File: src/rtl/mvn_pkg.sv
// Package for the mean-variance normalizer.
// Holds the widths, register indexes and controller state type.
// No dependencies.
`timescale 1ns / 1ps

package mvn_pkg;

    localparam int MAX_GROUP  = 64;
    localparam int ADDR_W     = $clog2(MAX_GROUP);
    localparam int CNT_W      = $clog2(MAX_GROUP + 1);
    localparam int DIV_NUM_W  = 39;
    localparam int DIV_DEN_W  = 26;
    localparam int SQRT_IN_W  = 48;
    localparam int SQRT_OUT_W = 24;

    localparam logic REG_NORM_VAR = 1'b0;
    localparam logic REG_EPSILON  = 1'b1;

    typedef enum logic [3:0] {
        S_IDLE,
        S_MEAN,
        S_MEAN_WAIT,
        S_VAR_RD,
        S_VAR_SQ,
        S_VAR_ACC,
        S_VDIV,
        S_VDIV_WAIT,
        S_SQRT,
        S_SQRT_WAIT,
        S_OUT_RD,
        S_OUT_D,
        S_OUT_CALC,
        S_ODIV_WAIT
    } t_state;

endpackage

File: src/rtl/mvn_div.sv
// Restoring unsigned divider, one quotient bit per cycle.
// Depends on mvn_pkg for its operand widths.
`timescale 1ns / 1ps

module mvn_div (
    input  logic                           i_clk,
    input  logic                           i_rst_n,
    input  logic                           i_start,
    input  logic [mvn_pkg::DIV_NUM_W-1:0]  i_num,
    input  logic [mvn_pkg::DIV_DEN_W-1:0]  i_den,
    output logic                           o_done,
    output logic [mvn_pkg::DIV_NUM_W-1:0]  o_quot
);
    import mvn_pkg::*;

    localparam int STEP_W = $clog2(DIV_NUM_W);

    logic                 r_busy;
    logic                 r_done;
    logic [STEP_W-1:0]    r_cnt;
    logic [DIV_NUM_W-1:0] r_quo;
    logic [DIV_DEN_W-1:0] r_rem;
    logic [DIV_DEN_W-1:0] r_den;
    logic [DIV_DEN_W:0]   rem_sh;
    logic                 fits;

    assign rem_sh = {r_rem, r_quo[DIV_NUM_W-1]};
    assign fits   = rem_sh >= {1'b0, r_den};

    always_ff @(posedge i_clk) begin
        if (!i_rst_n) begin
            r_busy <= 1'b0;
            r_done <= 1'b0;
            r_cnt  <= '0;
        end else begin
            r_done <= 1'b0;
            if (i_start) begin
                r_busy <= 1'b1;
                r_cnt  <= '0;
            end else if (r_busy) begin
                r_cnt <= r_cnt + 1'b1;
                if (r_cnt == STEP_W'(DIV_NUM_W - 1)) begin
                    r_busy <= 1'b0;
                    r_done <= 1'b1;
                end
            end
        end
    end

    always_ff @(posedge i_clk) begin
        if (i_start) begin
            r_quo <= i_num;
            r_rem <= '0;
            r_den <= i_den;
        end else if (r_busy) begin
            r_quo <= {r_quo[DIV_NUM_W-2:0], fits};
            if (fits) begin
                r_rem <= DIV_DEN_W'(rem_sh - {1'b0, r_den});
            end else begin
                r_rem <= rem_sh[DIV_DEN_W-1:0];
            end
        end
    end

    assign o_done = r_done;
    assign o_quot = r_quo;

endmodule

File: src/rtl/mvn_isqrt.sv
// Digit-by-digit integer square root, one result bit per cycle.
// Depends on mvn_pkg for its operand widths.
`timescale 1ns / 1ps

module mvn_isqrt (
    input  logic                            i_clk,
    input  logic                            i_rst_n,
    input  logic                            i_start,
    input  logic [mvn_pkg::SQRT_IN_W-1:0]   i_value,
    output logic                            o_done,
    output logic [mvn_pkg::SQRT_OUT_W-1:0]  o_root
);
    import mvn_pkg::*;

    localparam int STEP_W = $clog2(SQRT_OUT_W);

    logic                  r_busy;
    logic                  r_done;
    logic [STEP_W-1:0]     r_cnt;
    logic [SQRT_IN_W-1:0]  r_val;
    logic [SQRT_OUT_W:0]   r_rem;
    logic [SQRT_OUT_W-1:0] r_root;
    logic [SQRT_OUT_W+2:0] rem_sh;
    logic [SQRT_OUT_W+2:0] trial;
    logic                  fits;

    assign rem_sh = {r_rem, r_val[SQRT_IN_W-1 -: 2]};
    assign trial  = {1'b0, r_root, 2'b01};
    assign fits   = rem_sh >= trial;

    always_ff @(posedge i_clk) begin
        if (!i_rst_n) begin
            r_busy <= 1'b0;
            r_done <= 1'b0;
            r_cnt  <= '0;
        end else begin
            r_done <= 1'b0;
            if (i_start) begin
                r_busy <= 1'b1;
                r_cnt  <= '0;
            end else if (r_busy) begin
                r_cnt <= r_cnt + 1'b1;
                if (r_cnt == STEP_W'(SQRT_OUT_W - 1)) begin
                    r_busy <= 1'b0;
                    r_done <= 1'b1;
                end
            end
        end
    end

    always_ff @(posedge i_clk) begin
        if (i_start) begin
            r_val  <= i_value;
            r_rem  <= '0;
            r_root <= '0;
        end else if (r_busy) begin
            r_val <= {r_val[SQRT_IN_W-3:0], 2'b00};
            if (fits) begin
                r_rem  <= (SQRT_OUT_W + 1)'(rem_sh - trial);
                r_root <= {r_root[SQRT_OUT_W-2:0], 1'b1};
            end else begin
                r_rem  <= rem_sh[SQRT_OUT_W:0];
                r_root <= {r_root[SQRT_OUT_W-2:0], 1'b0};
            end
        end
    end

    assign o_done = r_done;
    assign o_root = r_root;

endmodule

File: src/rtl/mean_variance_normalizer.sv
// Top level of the mean-variance normalizer: sample memory, controller, APB registers.
// Depends on mvn_pkg, mvn_div and mvn_isqrt.
//
// Usage: a sample beat is taken when start is high and busy is low. Samples are
// stored one per cycle in a 64-entry memory until a beat with i_group_end high.
// Beats past 64 samples are dropped, but an end mark among them still closes the group.
// After the end mark, busy stays high while the block computes the mean on the
// shared serial divider, then, with variance scaling on, a sum-of-squares pass
// over the samples, a division and a square root. Each result then takes a
// division, except without variance scaling or with a zero divisor. Results
// appear one beat at a time on o_normalized with o_valid high for one cycle;
// o_result_last marks the final beat. The receiver cannot stall. Reset clears
// the group and sets the variance-scaling flag and epsilon to 1. Registers are at
// byte addresses 0 and 4; the user must write them only while idle (not enforced).
`timescale 1ns / 1ps

module mean_variance_normalizer (
    input  logic               i_clk,
    input  logic               i_rst_n,
    input  logic               start,
    output logic               busy,
    input  logic signed [15:0] i_sample,
    input  logic               i_group_end,
    output logic               o_valid,
    output logic signed [15:0] o_normalized,
    output logic               o_result_last,
    input  logic               psel,
    input  logic               penable,
    input  logic               pwrite,
    input  logic [2:0]         paddr,
    input  logic [31:0]        pwdata,
    output logic [31:0]        prdata,
    output logic               pready
);
    import mvn_pkg::*;

    t_state r_state;
    t_state n_state;

    logic                   r_norm_var;
    logic [23:0]            r_eps;
    logic signed [15:0]     r_mem [MAX_GROUP];
    logic signed [15:0]     r_rd_data;
    logic signed [22:0]     r_sum;
    logic [CNT_W-1:0]       r_fill;
    logic [CNT_W-1:0]       r_idx;
    logic signed [15:0]     r_mean;
    logic [33:0]            r_sq;
    logic [38:0]            r_sumsq;
    logic [24:0]            r_denom;
    logic signed [17:0]     r_d;
    logic                   r_valid;
    logic signed [15:0]     r_norm;
    logic                   r_last;

    logic                   accept;
    logic                   store_en;
    logic                   cfg_wr;
    logic                   div_start;
    logic [DIV_NUM_W-1:0]   div_num;
    logic [DIV_DEN_W-1:0]   div_den;
    logic                   div_done;
    logic [DIV_NUM_W-1:0]   div_quot;
    logic                   sqrt_start;
    logic                   sqrt_done;
    logic [SQRT_OUT_W-1:0]  sqrt_root;
    logic [21:0]            sum_mag;
    logic signed [17:0]     d_now;
    logic [16:0]            d_now_mag;
    logic [16:0]            d_mag;
    logic                   idx_last;
    logic signed [15:0]     d_sat;
    logic signed [15:0]     q_sat;

    assign accept   = start && (r_state == S_IDLE);
    assign busy     = (r_state != S_IDLE);
    assign store_en = accept && (r_fill < CNT_W'(MAX_GROUP));
    assign cfg_wr   = psel && penable && pwrite && pready;
    assign pready   = 1'b1;

    always_comb begin
        if (paddr[2] == REG_EPSILON) begin
            prdata = {8'b0, r_eps};
        end else begin
            prdata = {31'b0, r_norm_var};
        end
    end

    always_ff @(posedge i_clk) begin
        if (!i_rst_n) begin
            r_norm_var <= 1'b1;
            r_eps      <= 24'd1;
        end else if (cfg_wr) begin
            if (paddr[2] == REG_EPSILON) begin
                r_eps <= pwdata[23:0];
            end else begin
                r_norm_var <= pwdata[0];
            end
        end
    end

    always_ff @(posedge i_clk) begin
        if (store_en) begin
            r_mem[r_fill[ADDR_W-1:0]] <= i_sample;
        end
        r_rd_data <= r_mem[r_idx[ADDR_W-1:0]];
    end

    assign sum_mag   = r_sum[22] ? 22'(-r_sum) : r_sum[21:0];
    assign d_now     = 18'(r_rd_data) - 18'(r_mean);
    assign d_now_mag = d_now[17] ? 17'(-d_now) : d_now[16:0];
    assign d_mag     = r_d[17] ? 17'(-r_d) : r_d[16:0];
    assign idx_last  = (r_idx + 1'b1) == r_fill;

    always_comb begin
        if (r_d > 18'sd32767) begin
            d_sat = 16'sh7fff;
        end else if (r_d < -18'sd32768) begin
            d_sat = -16'sh8000;
        end else begin
            d_sat = r_d[15:0];
        end
    end

    always_comb begin
        if (r_d[17]) begin
            q_sat = (div_quot > 39'd32768) ? -16'sh8000 : 16'(-div_quot);
        end else begin
            q_sat = (div_quot > 39'd32767) ? 16'sh7fff : div_quot[15:0];
        end
    end

    always_comb begin
        div_start  = 1'b0;
        sqrt_start = 1'b0;
        div_num    = DIV_NUM_W'({sum_mag, 1'b0}) + DIV_NUM_W'(r_fill);
        div_den    = DIV_DEN_W'({r_fill, 1'b0});
        n_state    = r_state;
        unique case (r_state)
            S_IDLE: begin
                if (accept && i_group_end) begin
                    n_state = S_MEAN;
                end
            end
            S_MEAN: begin
                div_start = 1'b1;
                n_state   = S_MEAN_WAIT;
            end
            S_MEAN_WAIT: begin
                if (div_done) begin
                    n_state = r_norm_var ? S_VAR_RD : S_OUT_RD;
                end
            end
            S_VAR_RD: n_state = S_VAR_SQ;
            S_VAR_SQ: n_state = S_VAR_ACC;
            S_VAR_ACC: n_state = idx_last ? S_VDIV : S_VAR_RD;
            S_VDIV: begin
                div_start = 1'b1;
                div_num   = r_sumsq;
                div_den   = DIV_DEN_W'(r_fill);
                n_state   = S_VDIV_WAIT;
            end
            S_VDIV_WAIT: begin
                if (div_done) begin
                    n_state = S_SQRT;
                end
            end
            S_SQRT: begin
                sqrt_start = 1'b1;
                n_state    = S_SQRT_WAIT;
            end
            S_SQRT_WAIT: begin
                if (sqrt_done) begin
                    n_state = S_OUT_RD;
                end
            end
            S_OUT_RD: n_state = S_OUT_D;
            S_OUT_D: n_state = S_OUT_CALC;
            S_OUT_CALC: begin
                div_num = DIV_NUM_W'({d_mag, 17'b0}) + DIV_NUM_W'(r_denom);
                div_den = DIV_DEN_W'({r_denom, 1'b0});
                if (r_norm_var && (r_denom != '0)) begin
                    div_start = 1'b1;
                    n_state   = S_ODIV_WAIT;
                end else begin
                    n_state = idx_last ? S_IDLE : S_OUT_RD;
                end
            end
            S_ODIV_WAIT: begin
                if (div_done) begin
                    n_state = idx_last ? S_IDLE : S_OUT_RD;
                end
            end
            default: n_state = S_IDLE;
        endcase
    end

    always_ff @(posedge i_clk) begin
        if (!i_rst_n) begin
            r_state <= S_IDLE;
        end else begin
            r_state <= n_state;
        end
    end

    always_ff @(posedge i_clk) begin
        if (!i_rst_n) begin
            r_sum   <= '0;
            r_fill  <= '0;
            r_idx   <= '0;
            r_valid <= 1'b0;
        end else begin
            r_valid <= 1'b0;
            if (store_en) begin
                r_sum  <= r_sum + 23'(i_sample);
                r_fill <= r_fill + 1'b1;
            end
            unique case (r_state)
                S_MEAN_WAIT: begin
                    if (div_done) begin
                        r_idx <= '0;
                    end
                end
                S_VAR_ACC: begin
                    r_idx <= idx_last ? '0 : r_idx + 1'b1;
                end
                S_OUT_CALC: begin
                    if (!(r_norm_var && (r_denom != '0))) begin
                        r_valid <= 1'b1;
                        r_idx   <= r_idx + 1'b1;
                        if (idx_last) begin
                            r_sum  <= '0;
                            r_fill <= '0;
                        end
                    end
                end
                S_ODIV_WAIT: begin
                    if (div_done) begin
                        r_valid <= 1'b1;
                        r_idx   <= r_idx + 1'b1;
                        if (idx_last) begin
                            r_sum  <= '0;
                            r_fill <= '0;
                        end
                    end
                end
                default: begin
                end
            endcase
        end
    end

    always_ff @(posedge i_clk) begin
        unique case (r_state)
            S_MEAN_WAIT: begin
                r_sumsq <= '0;
                if (div_done) begin
                    r_mean <= r_sum[22] ? 16'(-div_quot) : div_quot[15:0];
                end
            end
            S_VAR_SQ: r_sq <= d_now_mag * d_now_mag;
            S_VAR_ACC: r_sumsq <= r_sumsq + 39'(r_sq);
            S_SQRT_WAIT: r_denom <= 25'(sqrt_root) + 25'(r_eps);
            S_OUT_D: r_d <= d_now;
            S_OUT_CALC: begin
                r_last <= idx_last;
                if (!r_norm_var) begin
                    r_norm <= d_sat;
                end else if (r_d > 18'sd0) begin
                    r_norm <= 16'sh7fff;
                end else if (r_d < 18'sd0) begin
                    r_norm <= -16'sh8000;
                end else begin
                    r_norm <= '0;
                end
            end
            S_ODIV_WAIT: r_norm <= q_sat;
            default: begin
            end
        endcase
    end

    mvn_div u_div (
        .i_clk   (i_clk),
        .i_rst_n (i_rst_n),
        .i_start (div_start),
        .i_num   (div_num),
        .i_den   (div_den),
        .o_done  (div_done),
        .o_quot  (div_quot)
    );

    mvn_isqrt u_isqrt (
        .i_clk   (i_clk),
        .i_rst_n (i_rst_n),
        .i_start (sqrt_start),
        .i_value ({div_quot[31:0], 16'b0}),
        .o_done  (sqrt_done),
        .o_root  (sqrt_root)
    );

    assign o_valid       = r_valid;
    assign o_normalized  = r_norm;
    assign o_result_last = r_last;

endmodule

File: config.mk
export PLATFORM = sky130hd
export DESIGN_NAME = mean_variance_normalizer
export DESIGN_NICKNAME = d
export VERILOG_FILES = /design/src/rtl/mvn_pkg.sv /design/src/rtl/mvn_div.sv /design/src/rtl/mvn_isqrt.sv /design/src/rtl/mean_variance_normalizer.sv
export SDC_FILE = /design/constraint.sdc
export NUM_CORES = 2
export LEC_CHECK = 0
export BUFFER_PORTS_ARGS = -buffer_cell sky130_fd_sc_hd__buf_2
export CORE_MARGIN = 8
export CORE_UTILIZATION = 45
export CTS_BUF_LIST = sky130_fd_sc_hd__clkbuf_16
export CTS_CLUSTER_SIZE = 12
export DETAILED_ROUTE_END_ITERATION = 8
export GPL_ROUTABILITY_DRIVEN = 0
export SLEW_MARGIN = 5
export SYNTH_ARGS = -nofsm -noshare
export SYNTH_HDL_FRONTEND = slang
export SYNTH_SLANG_ARGS = --single-unit
File: constraint.sdc
create_clock -name i_clk -period 24.2 [get_ports i_clk]
set_input_delay 0 -clock i_clk [delete_from_list [all_inputs] [get_ports i_clk]]
set_output_delay 0 -clock i_clk [all_outputs]
set_load 0.05 [all_outputs]
==> load_flow_metrics.sql <==
INSERT INTO impl_metrics (metric_group, metric, value, unit) VALUES
('status', 'outcome', 'completed', ''),
('clocking', 'ctsLongestPathBuffers', '3', ''),
('floorplan', 'placementRows', '148', ''),
('grt', 'pin_count_of_the_biggest_net_entering_global_routing', '75', ''),
('sta', 'setup_viol', '0', ''),
('route', 'wl', '180600', 'um'),
('min_path', 'class_of_the_tightest_hold_or_removal_check', 'in -> reg', ''),
('route', 'route.detailed.drc', '0', ''),
('grt', 'antenna_found_initial', '3', ''),
('clocking', 'insertion_delay', '0.79', 'ns'),
('clocking', 'cts_tree', 'built', ''),
('worst_setup_path', 'worst-path-stages', '34', ''),
('route', 'dr.first_iter.drc_count', '3799', ''),
('worst_setup_path', 'critical_path.startpoint', 'r_rd_data[0]', ''),
('final_layout', 'filler_cell_count', '13720', ''),
('grt', 'global_route.usage.met1', '28.56', '%'),
('grt', 'met3_usage', '2.965', '%'),
('floorplan', 'boundaryPins', '110', ''),
('sta', 'setup_tns', '0', 'ns'),
('worst_setup_path', 'timing.critical_path.fanout_max', '13', ''),
('grt', 'top_usage_layer', 'met2', ''),
('clocking', 'clock_tree.root_cell', 'clkbuf_16', ''),
('floorplan', 'die_area', '0.1765', 'mm2'),
('worst_setup_path', 'worstPathArrival', '10.64', 'ns'),
('synthesis', 'synthDistinctLibCells', '90', ''),
('worst_setup_path', 'worst_path_most_repeated_cell', 'fa_1', ''),
('placement', 'placement.io_buffers', '90', ''),
('clocking', 'number_of_buffers_inserted_by_hold_repair_at_cts', '93', ''),
('synthesis', 'synthesis.yosys.warnings', '0', ''),
('worst_setup_path', 'critical-path-top-delay-family', 'adder cells', ''),
('sta', 'timing.fmax', '98.74', 'MHz'),
('min_path', 'timing.hold.worst_path_depth', '5', ''),
('grt', 'grt_first_pass_wirelength', '274500', 'um'),
('placement', 'dp.cells', '7560', ''),
('sta', 'final-max-slew-violation-count', '0', ''),
('synthesis', 'netlist_instances', '5395', ''),
('sta', 'grt_setup_unrepaired', 'false', ''),
('clocking', 'cts_repair_resize_count', '0', ''),
('final_layout', 'synthToLayoutAreaGrowth', '11.93', '%'),
('min_path', 'holdCritStartpoint', 'penable', ''),
('sta', 'hold_violations', '0', ''),
('sta', 'layout_worst_path_cycle_share', '41.85', '%'),
('synthesis', 'avgSynthCellArea', '13.62', 'um2'),
('sta', 'max-slew-margin-rel', '17.64', '%'),
('grt', 'groute.usage.overall', '20.28', '%'),
('final_layout', 'final_cells', '7894', ''),
('route', 'route.detailed.wl_per_inst', '22.87', 'um'),
('worst_setup_path', 'worst_r2r_path_cells', '34', ''),
('floorplan', 'initial_core_utilization', '45.25', '%'),
('route', 'detail-route-antenna-nets', '0', ''),
('placement', 'final_hpwl_from_detailed_placement', '120700', 'um'),
('flow_run', 'cap_viol_max_count', '0', ''),
('synthesis', 'synth.top_cells.by_area', 'edfxtp_1, mux4_2, fa_1, ha_1, dfxtp_1', ''),
('grt', 'first_global_vias', '43930', ''),
('sta', 'post-route-min-period', '10.13', 'ns'),
('synthesis', 'synth-edff-count', '1268', ''),
('synthesis', 'post-synth-top-area-fraction', '51.81', '%'),
('route', 'routed-via-count', '44400', ''),
('sta', 'worstMarginPinSlew', '1.233', 'ns'),
('final_layout', 'layout.cells.most_common_list', 'edfxtp_1, nand2_1, inv_1', ''),
('worst_setup_path', 'rr_startpoint', 'r_rd_data[0]', ''),
('synthesis', 'synth.largest_area_cell', 'edfxtp_1', ''),
('worst_setup_path', 'reg2reg_slack', '14.07', 'ns'),
('floorplan', 'coreArea', '0.1624', 'mm2'),
('final_layout', 'nets', '6163', ''),
('synthesis', 'synth-main-ff-cell', 'edfxtp_1', ''),
('final_layout', 'final_common_cell', 'edfxtp_1', ''),
('clocking', 'cts_post_setup_buffers_inserted', '0', ''),
('worst_setup_path', 'required', '24.71', 'ns'),
('final_layout', 'final_layout_size_suffix_gt1_share', '14.19', '%'),
('synthesis', 'syn-cell-area', '0.07349', 'mm2');
synthesized netlist by cell type, drive strengths merged, types with 31 or more instances:
master	number
dfxtp	173
mux2i	59
a21oi	280
and2	44
nor2b	37
nand4	37
mux4	336
nand3	61
nand2b	41
xor2	93
and3	45
nand2	436
or3	31
o21ai	176
inv	403
nor2	409
nor3	56
buf	59
xnor2	180
a31oi	42
a21o	73
edfxtp	1268
clkbuf	194
fa	198
ha	277
a211oi	37
a221oi	32
layout make-up:
cell class | instances | area [um2] | area share, %
flip-flops and latches | 1441 | 41560 | 50.52
inverters | 406 | 1524 | 1.853
multi-input cells | 3314 | 29550 | 35.93
diodes | 4 | 10.01 | 0.01217
clock buffers | 152 | 3804 | 4.624
clock inverters | 85 | 696.9 | 0.8473
repair buffers | 317 | 2387 | 2.902
well taps | 2175 | 2721 | 3.308
cells by family (layout without fill, tap and decap cells):
kind of cell	count (synthesis)	count (layout)	share of synthesized area, %
buf+inv	659	960	3.444
mux	401	401	11.19
xor+xnor	275	275	3.315
other cells	2	25	0.01022
compound gates	843	843	7.224
fa+ha+maj	475	475	10.11
simple gates	1299	1299	8.178
flops	1441	1441	56.53
metal layers:
layer / wire (um) / share of wire, %
met1: 80090 / 44
met5: 0 / 0
met4: 6109 / 3.4
met2: 85040 / 47
met3: 9326 / 5.2
sequential cells by signal, summed over array words and instances, names as in the netlist, 25 cells and up:
name	count
r_sumsq	39
r_denom	25
u_div.o_quot	39
r_mem	1024
u_isqrt.r_val	32
u_div.r_den	26
u_div.r_rem	26
r_sq	33
u_isqrt.r_rem	25
metrics by stage:
stage	utilization [%]	setup WS, ns	hold WS (ns)	instance area (um2)
CTS	50.64	14.01	0.1025	82240
global route	50.65	13.41	0.2044	82250
floorplan	-	15.60	0.07183	73560
finish	50.65	14.07	0.2043	82250
detailed placement	47.30	14.04	0.2499	76810
global placement	47.30	14.24	0.2443	76810
tightest hold or removal path, stage by stage:
cell           delay, ns
buf_2               0.10
nand3_1             0.12
o21ai_0             0.11
nand3_1             0.08
dlygate4sd3_1       0.54
worst max path at each step:
| stage | to | slack [ns] |
|---|---|---|
| 2_1_floorplan | r_sq[32] | 15.60 |
| 3_3_place_gp | r_sq[33] | 14.24 |
| 3_5_place_dp | r_sq[33] | 14.04 |
| 4_1_cts | r_sq[33] | 14.01 |
| 5_1_grt | r_sq[33] | 13.41 |
| 6_report | r_sq[33] | 14.07 |
Power is left out: the tool's default activity adds up to more than one toggle a clock period on the data nets, which glitch-free logic cannot reach.
